**src/assert_macros.svh**
```systemverilog
// Assertion macros used by the top-level RTL file.
`ifndef ASSERT_MACROS_SVH
`define ASSERT_MACROS_SVH

// Same-cycle implication, sampled on clk, off during reset.
`define ASSERT_IMPLIES(label, ante, cons) \
    label: assert property (@(posedge clk) disable iff (!rst_n) (ante) |-> (cons)) \
        else $error("same-cycle check failed");

// Next-cycle implication, sampled on clk, off during reset.
`define ASSERT_NEXT(label, ante, cons) \
    label: assert property (@(posedge clk) disable iff (!rst_n) (ante) |=> (cons)) \
        else $error("next-cycle check failed");

`endif

```
**src/irls_pkg.sv**
```systemverilog
// Types, constants and helper functions of the IR line sensor block.
package irls_pkg;

    localparam int CHANNELS    = 6;
    localparam int CH_W        = 3;
    localparam int QUEUE_DEPTH = 2;
    localparam int DIV_NW      = 28;
    localparam int DIV_DW      = 17;

    localparam logic [12:0]     Q12_ONE        = 13'd4096;
    localparam logic [12:0]     CAL_HIGH_RESET = 13'd2007;
    localparam logic [CH_W-1:0] CH_LAST        = CH_W'(CHANNELS - 1);

    typedef enum logic [1:0] {
        KIND_SCAN  = 2'd0,
        KIND_WIDEN = 2'd1,
        KIND_CLEAR = 2'd2,
        KIND_NONE  = 2'd3
    } kind_t;

    typedef struct packed {
        kind_t                      kind;
        logic [CHANNELS-1:0][11:0]  samples;
    } cmd_t;

    typedef struct packed {
        logic                     start;
        logic signed [DIV_NW:0]   num;
        logic signed [DIV_DW:0]   den;
    } div_req_t;

    typedef struct packed {
        logic                     busy;
        logic                     done;
        logic signed [DIV_NW:0]   quo;
    } div_rsp_t;

    typedef enum logic [3:0] {
        S_IDLE,
        S_AVG,
        S_MAC,
        S_WSUM,
        S_CAL_GO,
        S_CAL_WAIT,
        S_PAD,
        S_POS_GO,
        S_POS_WAIT,
        S_EMIT
    } back_state_t;

    // Clamp a signed quotient to [0, 1.0] in Q12.
    function automatic logic [12:0] clamp_q12(input logic signed [DIV_NW:0] v);
        logic [12:0] r;
        if (v < 0)
        begin
            r = 13'd0;
        end
        else if (v > $signed({16'd0, Q12_ONE}))
        begin
            r = Q12_ONE;
        end
        else
        begin
            r = v[12:0];
        end
        return r;
    endfunction

endpackage

```
**src/irls_ifs.sv**
```systemverilog
// Valid/ready channel interfaces for scan items and result items.
interface irls_in_if;
    logic        valid;
    logic        ready;
    logic [1:0]  kind;
    logic [11:0] sample_ch0;
    logic [11:0] sample_ch1;
    logic [11:0] sample_ch2;
    logic [11:0] sample_ch3;
    logic [11:0] sample_ch4;
    logic [11:0] sample_ch5;

    modport source (output valid, kind, sample_ch0, sample_ch1, sample_ch2,
                    sample_ch3, sample_ch4, sample_ch5, input ready);
    modport sink (input valid, kind, sample_ch0, sample_ch1, sample_ch2,
                  sample_ch3, sample_ch4, sample_ch5, output ready);
endinterface

interface irls_out_if;
    logic               valid;
    logic               ready;
    logic               emitter_phase;
    logic               frame_done;
    logic signed [18:0] weighted_sum;
    logic signed [14:0] line_position;
    logic               position_valid;
    logic [2:0]         peak_slot;

    modport source (output valid, emitter_phase, frame_done, weighted_sum,
                    line_position, position_valid, peak_slot, input ready);
    modport sink (input valid, emitter_phase, frame_done, weighted_sum,
                  line_position, position_valid, peak_slot, output ready);
endinterface

```
**src/irls_front.sv**
```systemverilog
// Front end: accept input beats and classify them into queue commands.
module irls_front (
    irls_in_if.sink          in_ch,
    input  logic             q_full,
    output logic             q_push,
    output irls_pkg::cmd_t   q_data
);

    assign in_ch.ready = !q_full;
    assign q_push      = in_ch.valid && !q_full;

    always_comb
    begin
        q_data.kind       = irls_pkg::kind_t'(in_ch.kind);
        q_data.samples[0] = in_ch.sample_ch0;
        q_data.samples[1] = in_ch.sample_ch1;
        q_data.samples[2] = in_ch.sample_ch2;
        q_data.samples[3] = in_ch.sample_ch3;
        q_data.samples[4] = in_ch.sample_ch4;
        q_data.samples[5] = in_ch.sample_ch5;
    end

endmodule

```
**src/irls_fifo.sv**
```systemverilog
// Two-entry command queue between front and back.
module irls_fifo (
    input  logic             clk,
    input  logic             rst_n,
    input  logic             push,
    input  irls_pkg::cmd_t   push_data,
    input  logic             pop,
    output irls_pkg::cmd_t   head,
    output logic             empty,
    output logic             full
);

    localparam int PTR_W = $clog2(irls_pkg::QUEUE_DEPTH);

    irls_pkg::cmd_t   mem_reg [irls_pkg::QUEUE_DEPTH];
    logic [PTR_W-1:0] wr_ptr_reg;
    logic [PTR_W-1:0] rd_ptr_reg;
    logic [PTR_W:0]   count_reg;

    assign empty = (count_reg == '0);
    assign full  = (count_reg == (PTR_W + 1)'(irls_pkg::QUEUE_DEPTH));
    assign head  = mem_reg[rd_ptr_reg];

    always_ff @(posedge clk or negedge rst_n)
    begin
        if (!rst_n)
        begin
            wr_ptr_reg <= '0;
            rd_ptr_reg <= '0;
            count_reg  <= '0;
        end
        else
        begin
            if (push)
            begin
                wr_ptr_reg <= wr_ptr_reg + 1'b1;
            end
            if (pop)
            begin
                rd_ptr_reg <= rd_ptr_reg + 1'b1;
            end
            if (push && !pop)
            begin
                count_reg <= count_reg + 1'b1;
            end
            else if (pop && !push)
            begin
                count_reg <= count_reg - 1'b1;
            end
        end
    end

    always_ff @(posedge clk)
    begin
        if (push)
        begin
            mem_reg[wr_ptr_reg] <= push_data;
        end
    end

endmodule

```
**src/irls_div.sv**
```systemverilog
// Shared signed divider, restoring, one quotient bit per cycle, truncating.
module irls_div (
    input  logic                 clk,
    input  logic                 rst_n,
    input  irls_pkg::div_req_t   req,
    output irls_pkg::div_rsp_t   rsp
);

    localparam int NW = irls_pkg::DIV_NW;
    localparam int DW = irls_pkg::DIV_DW;
    localparam int CNT_W = $clog2(NW + 1);

    logic                busy_reg;
    logic                done_reg;
    logic [CNT_W-1:0]    cnt_reg;
    logic [NW-1:0]       q_reg;
    logic [DW-1:0]       rem_reg;
    logic [DW-1:0]       den_reg;
    logic                neg_reg;
    logic signed [NW:0]  quo_reg;

    logic signed [NW:0]  num_abs;
    logic signed [DW:0]  den_abs;
    logic [DW:0]         shifted;
    logic [DW:0]         diff;
    logic                qbit;
    logic [DW-1:0]       rem_new;
    logic [NW-1:0]       q_new;

    always_comb
    begin
        num_abs = req.num[NW] ? -req.num : req.num;
        den_abs = req.den[DW] ? -req.den : req.den;
        shifted = {rem_reg, q_reg[NW-1]};
        diff    = shifted - {1'b0, den_reg};
        qbit    = (shifted >= {1'b0, den_reg});
        rem_new = qbit ? diff[DW-1:0] : shifted[DW-1:0];
        q_new   = {q_reg[NW-2:0], qbit};
    end

    always_ff @(posedge clk or negedge rst_n)
    begin
        if (!rst_n)
        begin
            busy_reg <= 1'b0;
            done_reg <= 1'b0;
            cnt_reg  <= '0;
        end
        else
        begin
            done_reg <= 1'b0;
            if (req.start)
            begin
                busy_reg <= 1'b1;
                cnt_reg  <= CNT_W'(NW);
            end
            else if (busy_reg)
            begin
                cnt_reg <= cnt_reg - 1'b1;
                if (cnt_reg == CNT_W'(1))
                begin
                    busy_reg <= 1'b0;
                    done_reg <= 1'b1;
                end
            end
        end
    end

    always_ff @(posedge clk)
    begin
        if (req.start)
        begin
            q_reg   <= num_abs[NW-1:0];
            rem_reg <= '0;
            den_reg <= den_abs[DW-1:0];
            neg_reg <= req.num[NW] ^ req.den[DW];
        end
        else if (busy_reg)
        begin
            q_reg   <= q_new;
            rem_reg <= rem_new;
            if (cnt_reg == CNT_W'(1))
            begin
                quo_reg <= neg_reg ? -$signed({1'b0, q_new}) : $signed({1'b0, q_new});
            end
        end
    end

    assign rsp.busy = busy_reg;
    assign rsp.done = done_reg;
    assign rsp.quo  = quo_reg;

endmodule

```
**src/irls_back.sv**
```systemverilog
// Back end: scan accumulation, calibration, frame sequencer and result register.
module irls_back #(
    parameter int OVERSAMPLE = 2
) (
    input  logic                 clk,
    input  logic                 rst_n,
    input  logic                 q_empty,
    input  irls_pkg::cmd_t       q_head,
    output logic                 q_pop,
    input  logic                 cfg_we,
    input  logic [2:0]           cfg_index,
    input  logic [15:0]          cfg_data,
    output irls_pkg::div_req_t   div_req,
    input  irls_pkg::div_rsp_t   div_rsp,
    irls_out_if.source           out_ch
);

    localparam int NW     = irls_pkg::DIV_NW;
    localparam int DW     = irls_pkg::DIV_DW;
    localparam int CHN    = irls_pkg::CHANNELS;
    localparam int SLOT_W = (OVERSAMPLE > 1) ? $clog2(OVERSAMPLE) : 1;
    localparam int ACC_W  = 14 + SLOT_W;
    localparam logic [SLOT_W-1:0] LAST_SLOT = SLOT_W'(OVERSAMPLE - 1);
    // Reciprocal of OVERSAMPLE, exact for every accumulated magnitude
    localparam int RECIP_SH = 20;
    localparam logic [RECIP_SH:0] AVG_RECIP =
        (RECIP_SH + 1)'((2 ** RECIP_SH + OVERSAMPLE - 1) / OVERSAMPLE);

    irls_pkg::back_state_t state_reg;
    irls_pkg::back_state_t state_next;

    logic                     phase_reg;
    logic [SLOT_W-1:0]        slot_reg;
    logic signed [ACC_W-1:0]  acc_reg    [CHN];
    logic [12:0]              proc_reg   [CHN];
    logic [12:0]              low_reg    [CHN];
    logic [12:0]              high_reg   [CHN];
    logic signed [15:0]       weight_reg [CHN];
    logic [12:0]              cal_reg    [CHN];
    logic signed [31:0]       wacc_reg;
    logic [12:0]              max_reg;
    logic [2:0]               peak_reg;
    logic [irls_pkg::CH_W-1:0] ch_reg;
    logic [15:0]              sum_reg;
    logic signed [17:0]       num_reg;
    logic                     done_reg;
    logic signed [18:0]       last_ws_reg;
    logic signed [14:0]       last_pos_reg;
    logic                     last_valid_reg;
    logic [2:0]               last_peak_reg;
    logic                     out_valid_reg;
    logic                     out_phase_reg;
    logic                     out_done_reg;
    logic signed [18:0]       out_ws_reg;
    logic signed [14:0]       out_pos_reg;
    logic                     out_pvalid_reg;
    logic [2:0]               out_peak_reg;

    logic                     frame_end;
    logic                     emit_fire;
    logic signed [13:0]       cal_n;
    logic signed [13:0]       cal_s;
    logic                     span_zero;
    logic                     cal_write;
    logic [12:0]              cal_c;
    logic signed [29:0]       prod;
    logic signed [31:0]       wround;
    logic [12:0]              e0;
    logic [12:0]              e7;
    logic [15:0]              sum_calc;
    logic signed [17:0]       num_calc;
    logic [ACC_W-1:0]         avg_abs;
    logic [ACC_W+RECIP_SH:0]  avg_prod;
    logic [ACC_W-1:0]         avg_mag;
    logic                     avg_neg;
    logic signed [NW:0]       avg_q;

    assign frame_end = (q_head.kind == irls_pkg::KIND_SCAN) && phase_reg &&
                       (slot_reg == LAST_SLOT);
    assign emit_fire = (state_reg == irls_pkg::S_EMIT) && (!out_valid_reg || out_ch.ready);

    // Datapath helpers for the selected channel
    always_comb
    begin
        cal_n     = $signed({1'b0, proc_reg[ch_reg]}) - $signed({1'b0, low_reg[ch_reg]});
        cal_s     = $signed({1'b0, high_reg[ch_reg]}) - $signed({1'b0, low_reg[ch_reg]});
        span_zero = (cal_s == '0);
        cal_write = ((state_reg == irls_pkg::S_CAL_GO) && span_zero) ||
                    ((state_reg == irls_pkg::S_CAL_WAIT) && div_rsp.done);
        if (state_reg == irls_pkg::S_CAL_GO)
        begin
            cal_c = (cal_n > 0) ? irls_pkg::Q12_ONE : 13'd0;
        end
        else
        begin
            cal_c = irls_pkg::clamp_q12(div_rsp.quo);
        end
        // Truncating average: divide the magnitude, then apply the sign, inverted on odd channels
        avg_abs  = acc_reg[ch_reg][ACC_W-1] ? ACC_W'(-acc_reg[ch_reg])
                                            : ACC_W'(acc_reg[ch_reg]);
        avg_prod = {{(RECIP_SH + 1){1'b0}}, avg_abs} * {{ACC_W{1'b0}}, AVG_RECIP};
        avg_mag  = avg_prod[ACC_W+RECIP_SH-1:RECIP_SH];
        avg_neg  = acc_reg[ch_reg][ACC_W-1] ^ ch_reg[0];
        avg_q    = avg_neg ? -$signed((NW + 1)'(avg_mag)) : $signed((NW + 1)'(avg_mag));
        prod   = $signed({1'b0, proc_reg[ch_reg]}) * weight_reg[ch_reg];
        wround = wacc_reg + 32'sd2048;

        e0 = (peak_reg == 3'd1) ? (irls_pkg::Q12_ONE - cal_reg[0]) : 13'd0;
        e7 = (peak_reg == 3'd6) ? (irls_pkg::Q12_ONE - cal_reg[5]) : 13'd0;
        sum_calc = 16'(e0) + 16'(e7);
        for (int i = 0; i < CHN; i++)
        begin
            sum_calc = sum_calc + 16'(cal_reg[i]);
        end
        num_calc = 18'sd4 * ($signed({5'd0, e7}) - $signed({5'd0, e0}))
                 + 18'sd3 * ($signed({5'd0, cal_reg[5]}) - $signed({5'd0, cal_reg[0]}))
                 + 18'sd2 * ($signed({5'd0, cal_reg[4]}) - $signed({5'd0, cal_reg[1]}))
                 + ($signed({5'd0, cal_reg[3]}) - $signed({5'd0, cal_reg[2]}));
    end

    always_ff @(posedge clk or negedge rst_n)
    begin
        if (!rst_n)
        begin
            state_reg <= irls_pkg::S_IDLE;
        end
        else
        begin
            state_reg <= state_next;
        end
    end

    always_comb
    begin
        state_next = state_reg;
        q_pop      = 1'b0;
        div_req    = '0;
        case (state_reg)
            irls_pkg::S_IDLE:
            begin
                if (!q_empty)
                begin
                    q_pop      = 1'b1;
                    state_next = frame_end ? irls_pkg::S_AVG : irls_pkg::S_EMIT;
                end
            end
            irls_pkg::S_AVG:
            begin
                state_next = irls_pkg::S_MAC;
            end
            irls_pkg::S_MAC:
            begin
                state_next = (ch_reg == irls_pkg::CH_LAST) ? irls_pkg::S_WSUM
                                                           : irls_pkg::S_AVG;
            end
            irls_pkg::S_WSUM:
            begin
                state_next = irls_pkg::S_CAL_GO;
            end
            irls_pkg::S_CAL_GO:
            begin
                if (span_zero)
                begin
                    if (ch_reg == irls_pkg::CH_LAST)
                    begin
                        state_next = irls_pkg::S_PAD;
                    end
                end
                else
                begin
                    div_req.start = 1'b1;
                    div_req.num   = (NW + 1)'($signed({cal_n, 12'd0}));
                    div_req.den   = (DW + 1)'(cal_s);
                    state_next    = irls_pkg::S_CAL_WAIT;
                end
            end
            irls_pkg::S_CAL_WAIT:
            begin
                if (div_rsp.done)
                begin
                    state_next = (ch_reg == irls_pkg::CH_LAST) ? irls_pkg::S_PAD
                                                               : irls_pkg::S_CAL_GO;
                end
            end
            irls_pkg::S_PAD:
            begin
                state_next = irls_pkg::S_POS_GO;
            end
            irls_pkg::S_POS_GO:
            begin
                if (sum_reg == '0)
                begin
                    state_next = irls_pkg::S_EMIT;
                end
                else
                begin
                    div_req.start = 1'b1;
                    div_req.num   = {num_reg[16:0], 12'd0};
                    div_req.den   = {1'b0, sum_reg, 1'b0};
                    state_next    = irls_pkg::S_POS_WAIT;
                end
            end
            irls_pkg::S_POS_WAIT:
            begin
                if (div_rsp.done)
                begin
                    state_next = irls_pkg::S_EMIT;
                end
            end
            irls_pkg::S_EMIT:
            begin
                if (emit_fire)
                begin
                    state_next = irls_pkg::S_IDLE;
                end
            end
            default:
            begin
                state_next = irls_pkg::S_IDLE;
            end
        endcase
    end

    // Architectural state with reset values
    always_ff @(posedge clk or negedge rst_n)
    begin
        if (!rst_n)
        begin
            phase_reg      <= 1'b0;
            slot_reg       <= '0;
            done_reg       <= 1'b0;
            last_ws_reg    <= '0;
            last_pos_reg   <= '0;
            last_valid_reg <= 1'b0;
            last_peak_reg  <= '0;
            out_valid_reg  <= 1'b0;
            ch_reg         <= '0;
            for (int i = 0; i < CHN; i++)
            begin
                acc_reg[i]    <= '0;
                proc_reg[i]   <= '0;
                low_reg[i]    <= '0;
                high_reg[i]   <= irls_pkg::CAL_HIGH_RESET;
                weight_reg[i] <= '0;
            end
        end
        else
        begin
            if (cfg_we && (cfg_index <= irls_pkg::CH_LAST))
            begin
                weight_reg[cfg_index] <= cfg_data;
            end

            if (state_reg == irls_pkg::S_IDLE && !q_empty)
            begin
                done_reg <= frame_end;
                ch_reg   <= '0;
                case (q_head.kind)
                    irls_pkg::KIND_SCAN:
                    begin
                        for (int i = 0; i < CHN; i++)
                        begin
                            if (!phase_reg)
                            begin
                                acc_reg[i] <= (slot_reg == '0)
                                    ? $signed({{(ACC_W - 12){1'b0}}, q_head.samples[i]})
                                    : acc_reg[i] + $signed({{(ACC_W - 12){1'b0}},
                                                            q_head.samples[i]});
                            end
                            else
                            begin
                                acc_reg[i] <= acc_reg[i] - $signed({{(ACC_W - 12){1'b0}},
                                                                    q_head.samples[i]});
                            end
                        end
                        phase_reg <= !phase_reg;
                        if (phase_reg)
                        begin
                            slot_reg <= (slot_reg == LAST_SLOT) ? '0 : slot_reg + 1'b1;
                        end
                    end
                    irls_pkg::KIND_WIDEN:
                    begin
                        for (int i = 0; i < CHN; i++)
                        begin
                            if (proc_reg[i] < low_reg[i])
                            begin
                                low_reg[i] <= proc_reg[i];
                            end
                            else if (proc_reg[i] > high_reg[i])
                            begin
                                high_reg[i] <= proc_reg[i];
                            end
                        end
                    end
                    irls_pkg::KIND_CLEAR:
                    begin
                        for (int i = 0; i < CHN; i++)
                        begin
                            low_reg[i]  <= irls_pkg::Q12_ONE;
                            high_reg[i] <= '0;
                        end
                    end
                    default:
                    begin
                        done_reg <= 1'b0;
                    end
                endcase
            end

            if (state_reg == irls_pkg::S_AVG)
            begin
                proc_reg[ch_reg] <= irls_pkg::clamp_q12(avg_q);
            end
            if (state_reg == irls_pkg::S_MAC)
            begin
                ch_reg <= ch_reg + 1'b1;
            end
            if (state_reg == irls_pkg::S_WSUM)
            begin
                last_ws_reg <= wround[30:12];
                ch_reg      <= '0;
            end
            if (cal_write)
            begin
                ch_reg <= ch_reg + 1'b1;
            end
            if (state_reg == irls_pkg::S_POS_GO && sum_reg == '0)
            begin
                last_pos_reg   <= '0;
                last_valid_reg <= 1'b0;
                last_peak_reg  <= peak_reg;
            end
            if (state_reg == irls_pkg::S_POS_WAIT && div_rsp.done)
            begin
                last_pos_reg   <= div_rsp.quo[14:0];
                last_valid_reg <= 1'b1;
                last_peak_reg  <= peak_reg;
            end

            if (emit_fire)
            begin
                out_valid_reg <= 1'b1;
            end
            else if (out_ch.ready)
            begin
                out_valid_reg <= 1'b0;
            end
        end
    end

    // Frame scratch and result payload
    always_ff @(posedge clk)
    begin
        if (state_reg == irls_pkg::S_IDLE)
        begin
            wacc_reg <= '0;
        end
        if (state_reg == irls_pkg::S_MAC)
        begin
            wacc_reg <= wacc_reg + 32'(prod);
        end
        if (state_reg == irls_pkg::S_WSUM)
        begin
            max_reg  <= '0;
            peak_reg <= '0;
        end
        if (cal_write)
        begin
            cal_reg[ch_reg] <= cal_c;
            if (cal_c > max_reg)
            begin
                max_reg  <= cal_c;
                peak_reg <= 3'(ch_reg) + 3'd1;
            end
        end
        if (state_reg == irls_pkg::S_PAD)
        begin
            sum_reg <= sum_calc;
            num_reg <= num_calc;
        end
        if (emit_fire)
        begin
            out_phase_reg  <= phase_reg;
            out_done_reg   <= done_reg;
            out_ws_reg     <= last_ws_reg;
            out_pos_reg    <= last_pos_reg;
            out_pvalid_reg <= last_valid_reg;
            out_peak_reg   <= last_peak_reg;
        end
    end

    assign out_ch.valid          = out_valid_reg;
    assign out_ch.emitter_phase  = out_phase_reg;
    assign out_ch.frame_done     = out_done_reg;
    assign out_ch.weighted_sum   = out_ws_reg;
    assign out_ch.line_position  = out_pos_reg;
    assign out_ch.position_valid = out_pvalid_reg;
    assign out_ch.peak_slot      = out_peak_reg;

endmodule

```
**src/ir_line_sensor_position.sv**
```systemverilog
// IR line sensor position block, top level.
// Usage: in_ch carries one beat per item: kind (scan, widen bounds, clear
// bounds) and six 12-bit ADC readings. Scans alternate emitter pattern A and
// pattern B; out_ch returns exactly one beat per item with the phase to
// light next, a frame-done flag and the last frame's weighted sum, line
// position, valid flag and peak slot. Weights are written on cfg_we /
// cfg_index / cfg_data; the user must write them only while the block is
// idle, which the block itself does not enforce. An item that does not
// close a frame goes from the queue through the emit state into the
// output register. The B scan that closes a frame first averages and
// weights each channel in turn, then runs seven divisions (six
// calibrations, one position) one after another through the single
// 28-step divider; a zero span or a zero sum skips its division.
// The back end takes the next item from the queue only after it has emitted
// the last; the frame item sets the pace when frames are short.
// A two-entry queue lets in_ch take beats while the back end is busy; the
// output register lets the back end finish an item while out_ch stalls.
// When out_ch stalls, the queue fills and in_ch.ready drops.
// Reset (rst_n low, asynchronous) returns to pattern A, clears weights,
// stores and results, and sets the calibration bounds to low 0, high 0.49.
`include "assert_macros.svh"

module ir_line_sensor_position #(
    parameter int OVERSAMPLE = 2
) (
    input  logic        clk,
    input  logic        rst_n,
    irls_in_if.sink     in_ch,
    irls_out_if.source  out_ch,
    input  logic        cfg_we,
    input  logic [2:0]  cfg_index,
    input  logic [15:0] cfg_data
);

    // Queue between front and back
    logic                 q_push;
    logic                 q_pop;
    logic                 q_empty;
    logic                 q_full;
    irls_pkg::cmd_t       q_in;
    irls_pkg::cmd_t       q_head;

    // Shared divider handshake
    irls_pkg::div_req_t   div_req;
    irls_pkg::div_rsp_t   div_rsp;

    irls_front u_front (
        .in_ch  (in_ch),
        .q_full (q_full),
        .q_push (q_push),
        .q_data (q_in)
    );

    irls_fifo u_fifo (
        .clk       (clk),
        .rst_n     (rst_n),
        .push      (q_push),
        .push_data (q_in),
        .pop       (q_pop),
        .head      (q_head),
        .empty     (q_empty),
        .full      (q_full)
    );

    irls_div u_div (
        .clk   (clk),
        .rst_n (rst_n),
        .req   (div_req),
        .rsp   (div_rsp)
    );

    // Back end runs the frame sequence and holds the output register
    irls_back #(
        .OVERSAMPLE (OVERSAMPLE)
    ) u_back (
        .clk       (clk),
        .rst_n     (rst_n),
        .q_empty   (q_empty),
        .q_head    (q_head),
        .q_pop     (q_pop),
        .cfg_we    (cfg_we),
        .cfg_index (cfg_index),
        .cfg_data  (cfg_data),
        .div_req   (div_req),
        .div_rsp   (div_rsp),
        .out_ch    (out_ch)
    );

    // Never push into a full queue
    `ASSERT_IMPLIES(a_push_room, q_push, !q_full)
    // A frame closes on a B scan, so pattern A is lit next
    `ASSERT_IMPLIES(a_frame_phase, out_ch.valid && out_ch.frame_done, !out_ch.emitter_phase)
    // Start the divider only while it is idle
    `ASSERT_IMPLIES(a_div_idle, div_req.start, !div_rsp.busy)
    // A started division keeps the divider busy in the next cycle
    `ASSERT_NEXT(a_div_busy, div_req.start, div_rsp.busy)

endmodule
```
**src/flat_wrapper.sv**
```systemverilog
// flat-port wrapper written by rule: the top's interface ports become plain ports
module ir_line_sensor_position_flat 
#(
    parameter int OVERSAMPLE = 2
)
  (clk, rst_n, cfg_we, cfg_index, cfg_data, in_ch_valid, in_ch_kind, in_ch_sample_ch0, in_ch_sample_ch1, in_ch_sample_ch2, in_ch_sample_ch3, in_ch_sample_ch4, in_ch_sample_ch5, in_ch_ready, out_ch_valid, out_ch_emitter_phase, out_ch_frame_done, out_ch_weighted_sum, out_ch_line_position, out_ch_position_valid, out_ch_peak_slot, out_ch_ready);
  irls_in_if in_ch_i ();
  irls_out_if out_ch_i ();
  input  logic clk;
  input  logic rst_n;
  input  logic cfg_we;
  input  logic [2:0] cfg_index;
  input  logic [15:0] cfg_data;
  input wire logic [$bits(in_ch_i.valid)-1:0] in_ch_valid;
  input wire logic [$bits(in_ch_i.kind)-1:0] in_ch_kind;
  input wire logic [$bits(in_ch_i.sample_ch0)-1:0] in_ch_sample_ch0;
  input wire logic [$bits(in_ch_i.sample_ch1)-1:0] in_ch_sample_ch1;
  input wire logic [$bits(in_ch_i.sample_ch2)-1:0] in_ch_sample_ch2;
  input wire logic [$bits(in_ch_i.sample_ch3)-1:0] in_ch_sample_ch3;
  input wire logic [$bits(in_ch_i.sample_ch4)-1:0] in_ch_sample_ch4;
  input wire logic [$bits(in_ch_i.sample_ch5)-1:0] in_ch_sample_ch5;
  output wire logic [$bits(in_ch_i.ready)-1:0] in_ch_ready;
  output wire logic [$bits(out_ch_i.valid)-1:0] out_ch_valid;
  output wire logic [$bits(out_ch_i.emitter_phase)-1:0] out_ch_emitter_phase;
  output wire logic [$bits(out_ch_i.frame_done)-1:0] out_ch_frame_done;
  output wire logic [$bits(out_ch_i.weighted_sum)-1:0] out_ch_weighted_sum;
  output wire logic [$bits(out_ch_i.line_position)-1:0] out_ch_line_position;
  output wire logic [$bits(out_ch_i.position_valid)-1:0] out_ch_position_valid;
  output wire logic [$bits(out_ch_i.peak_slot)-1:0] out_ch_peak_slot;
  input wire logic [$bits(out_ch_i.ready)-1:0] out_ch_ready;
  assign in_ch_i.valid = in_ch_valid;
  assign in_ch_i.kind = in_ch_kind;
  assign in_ch_i.sample_ch0 = in_ch_sample_ch0;
  assign in_ch_i.sample_ch1 = in_ch_sample_ch1;
  assign in_ch_i.sample_ch2 = in_ch_sample_ch2;
  assign in_ch_i.sample_ch3 = in_ch_sample_ch3;
  assign in_ch_i.sample_ch4 = in_ch_sample_ch4;
  assign in_ch_i.sample_ch5 = in_ch_sample_ch5;
  assign in_ch_ready = in_ch_i.ready;
  assign out_ch_valid = out_ch_i.valid;
  assign out_ch_emitter_phase = out_ch_i.emitter_phase;
  assign out_ch_frame_done = out_ch_i.frame_done;
  assign out_ch_weighted_sum = out_ch_i.weighted_sum;
  assign out_ch_line_position = out_ch_i.line_position;
  assign out_ch_position_valid = out_ch_i.position_valid;
  assign out_ch_peak_slot = out_ch_i.peak_slot;
  assign out_ch_i.ready = out_ch_ready;
  ir_line_sensor_position #(.OVERSAMPLE(OVERSAMPLE)) u_core (.clk(clk), .rst_n(rst_n), .in_ch(in_ch_i), .out_ch(out_ch_i), .cfg_we(cfg_we), .cfg_index(cfg_index), .cfg_data(cfg_data));
endmodule
```
**config.mk**
```make
export PLATFORM = sky130hd
export DESIGN_NAME = ir_line_sensor_position_flat
export DESIGN_NICKNAME = d
export VERILOG_FILES = /design/src/irls_pkg.sv /design/src/irls_ifs.sv /design/src/irls_front.sv /design/src/irls_fifo.sv /design/src/irls_div.sv /design/src/irls_back.sv /design/src/ir_line_sensor_position.sv /design/src/flat_wrapper.sv
export VERILOG_INCLUDE_DIRS = /design/src /design/src/src
export SDC_FILE = /design/constraint.sdc
export NUM_CORES = 2
export LEC_CHECK = 0
export ABC_AREA = 1
export BUFFER_PORTS_ARGS = -buffer_cell sky130_fd_sc_hd__buf_2
export CAP_MARGIN = 20
export CORE_ASPECT_RATIO = 1.2
export CORE_MARGIN = 3
export CORE_UTILIZATION = 30
export DETAILED_ROUTE_END_ITERATION = 10
export PLACE_DENSITY_LB_ADDON = 0.12
export SLEW_MARGIN = 10
export SYNTH_ARGS = -nofsm -noshare
export SYNTH_HDL_FRONTEND = slang
export SYNTH_SLANG_ARGS = --single-unit
```
**constraint.sdc**
```tcl
create_clock -name clk -period 18.18 [get_ports clk]
set_clock_uncertainty 0.15 [all_clocks]
set_input_delay 1.818 -clock clk [delete_from_list [all_inputs] [get_ports clk]]
set_output_delay 1.818 -clock clk [all_outputs]
set_load 0.005 [all_outputs]
```
==> impl_metrics.tcl <==
set metrics [dict create \
    finalSetupViolations 0 \
    synthTopCellsByCount "1530 x nand2_1, 1370 x inv_1, 735 x o21ai_0, 558 x ha_1, 493 x a21oi_1" \
    path_clk_slew_ps 60 \
    most_frequent_cell_after_synthesis "nand2_1" \
    clock_tree.root_cell "clkbuf_16" \
    yosysWarnings 0 \
    grt_start_max_net_pins 141 \
    worstSetupEndpointType "flop" \
    clockBufferDepth 3 \
    first_global_vias 55270 \
    setup_slack_ps 8283 \
    synth_sequential_area_ratio_pct 36.67 \
    final_min_period_over_clock_period_pct 54.44 \
    cp_slowest_cell "dfrtp_2" \
    setup.worst_path.class "flop to flop" \
    synth_cell_types 62 \
    synth_edf_count 405 \
    sw_frac_of_total_pct 52.02 \
    pre_cts_slack_ps 8429 \
    tritoncts "done" \
    floorplan.initialDensity_pct 30.29 \
    power.total_w 0.01493 \
    status "complete, no violations" \
    layout_stage_area_growth_over_the_synthesis_result_pct 12.11 \
    finalWorstPathRequiredPeriod_ps 9897 \
    syn_avg_cell_area_um2 8.510 \
    core-area_um2 224200 \
    grt_antenna_before_repair 7 \
    power.density_cell_area_nw_per_um2 196.1 \
    detailed_place.area_um2 72210 \
    final_antenna_net_count 0 \
    insertion_delay_ps 790 \
    synth-seq-cells 918 \
    place_congestion 0.9402 \
    share_seq_of_total_power_pct 22.3 \
    hold-worst-slack_ps 293.0 \
    grt_overflow 0 \
    route.vias.total 54830 \
    slew-limit-headroom_pct 18.12 \
    finalWirelength_mm 238.8 \
    largest_register_ff_count 148 \
    dp_hpwl_mm 183.1 \
    cts_max_level 3 \
    vdd.ir_drop.worst_mv 0.3170 \
    timing.critical_path.fanout_max 42 \
    synth.top_cells.by_area "edfxtp_1 18%, dfrtp_1 16%, fa_1 11%" \
    clock_power_share_pct 16.1 \
    detail_route.wl_per_cell_um 21.39 \
    async_set_or_reset_register_ratio_after_synthesis_pct 52.29 \
    netlist.area_leader.share_pct 17.91 \
    final_area_um2 76130 \
    drive_gt1_share_pct 7.631 \
    cap_violations 0 \
    postSynth.topFlopCell "dfrtp_1" \
    timing.critical_path.arrival_ps 10350 \
    dr.first_iter.drc_count 3818 \
    chipHeight_um 527.2 \
    pin_count 140 \
    timing_hold_violations_final 0 \
    switching_power_w 0.007767 \
    crit_path_start_kind "flop" \
    synth_cells 7980 \
    num_rows 190 \
    die-area_um2 232100 \
    detailedRoute.firstPassIterationCount 6 \
    worst_pin_slew_ps 1219 \
    post-cts-setup-buffers 0 \
    number_of_buffers_added_to_fix_hold_violations_after_cts 0 \
    avgViaCountPerCell 4.910 \
    hp-class "flop to flop" \
    grt_usage_pct 20.51 \
    postSynthNetCount 9019 \
    cts.repair.resized 0 \
    cts_made_buffers 112 \
    timing_max_transition_violations_final 0 \
    drc 0 \
    io_buffers 139 \
    numClockSinks 918 \
    final.fill_count 23330 \
    p_comb_share_pct 61.6 \
    synthesis.area_um2 67910 \
    setup-tns-final_ps 0 \
    grt_setup_unrepaired "no" \
    power_report.internal_total_w 0.007164 \
    achievable-frequency_mhz 101.0 \
    synth_largest_area_cell "edfxtp_1" \
    die_width_um 440.3 \
    worst_path_largest_cell_delay_ps 880 \
    p_leak_nw 35.25 \
    finish.net_count 9130 \
    required_ps 18630 \
    grt_pass1_wl_mm 359.2 \
]
==> cell type report <==
| type | instances | area [um2] | area share, % |
|---|---|---|---|
| flip-flops and latches | 918 | 24900 | 32.71 |
| multi-input cells | 5413 | 36840 | 48.38 |
| well taps | 2976 | 3724 | 4.891 |
| diodes | 1 | 2.502 | 0.003287 |
| clock inverters | 65 | 769.5 | 1.011 |
| repair buffers | 243 | 1499 | 1.969 |
| clock buffers | 148 | 3131 | 4.112 |
| inverters | 1403 | 5266 | 6.917 |
==> metrics by stage <==
step	util [%]	std cells
floorplan	-	7980
finish	33.96	11170
global route	33.96	11170
detailed placement	32.21	10950
global placement	32.21	10950
CTS	33.95	11160
==> cells by family after synthesis <==
group | count (synthesis) | synth area share, %
AOI/OAI and AO/OA | 1647 | 13.60
xor gates and xnor gates | 216 | 2.786
adders and majority gates | 941 | 21.57
buffers and inverters | 1649 | 9.282
DFF | 918 | 36.67
muxes | 2 | 0.03316
and+or+nand+nor | 2607 | 16.06
==> power by group through the flow <==
| stage | sequential (W) | clock [W] | combinational (W) |
|---|---|---|---|
| after global placement | 0.00337 | 0 | 0.00916 |
| final | 0.00332 | 0.00241 | 0.00920 |
| after CTS | 0.00333 | 0.00249 | 0.00925 |
| after floorplan | 0.00312 | 0 | 0.00651 |
| after detailed placement | 0.00336 | 0 | 0.00921 |
| after global routing | 0.00338 | 0.00257 | 0.0104 |
==> worst paths after layout <==
path	endpoint	depth (start not counted)	from	slack, ps
min in group asynchronous	u_core.u_back.acc_reg[34]	1	rst_n	830
worst max-delay path	u_core.u_back.wacc_reg[25]	30	u_core.u_back.ch_reg[0]	8280
max in group asynchronous	u_core.u_back.last_pos_reg[12]	3	rst_n	14610
worst min register to register	u_core.u_back.out_ch.line_position[8]	0	u_core.u_back.last_pos_reg[8]	290
worst min-delay path	u_core.u_back.out_ch.line_position[8]	0	u_core.u_back.last_pos_reg[8]	290
worst max register to register	u_core.u_back.wacc_reg[25]	30	u_core.u_back.ch_reg[0]	8280
==> worst max-delay path, delay by kind of cell, from the launching register on <==
family / cells / cell delay (ps)
AO/OA/AOI/OAI: 10 / 2600
adder cells (fa/ha/maj): 7 / 3150
buffers and inverters: 9 / 2050
flip-flops: 1 / 880
AND/OR/NAND/NOR: 4 / 850
==> layout by cell type (no fill, tap or decap), types with 131 or more instances in the layout <==
cell | Yosys | final
buf_2 | 19 | 138
dfrtp_1 | 426 | 424
nand2_1 | 1530 | 1528
o21ai_0 | 735 | 732
edfxtp_1 | 405 | 405
nand3_1 | 231 | 231
nand4_1 | 131 | 131
inv_1 | 1370 | 1368
ha_1 | 558 | 558
xor2_1 | 159 | 159
fa_1 | 383 | 383
a21oi_1 | 493 | 492
nor2_1 | 486 | 475
==> routing by layer <==
metal  vias up  track usage, %  wire length (um)
li1      26450               -                 -
met1     26640           25.06             98540
met2      1305           35.98            119000
met3       432           2.263              9297
met4         0           9.435             12030
met5         -               0                 0
Note: power is estimated with default switching activity, not from simulation.
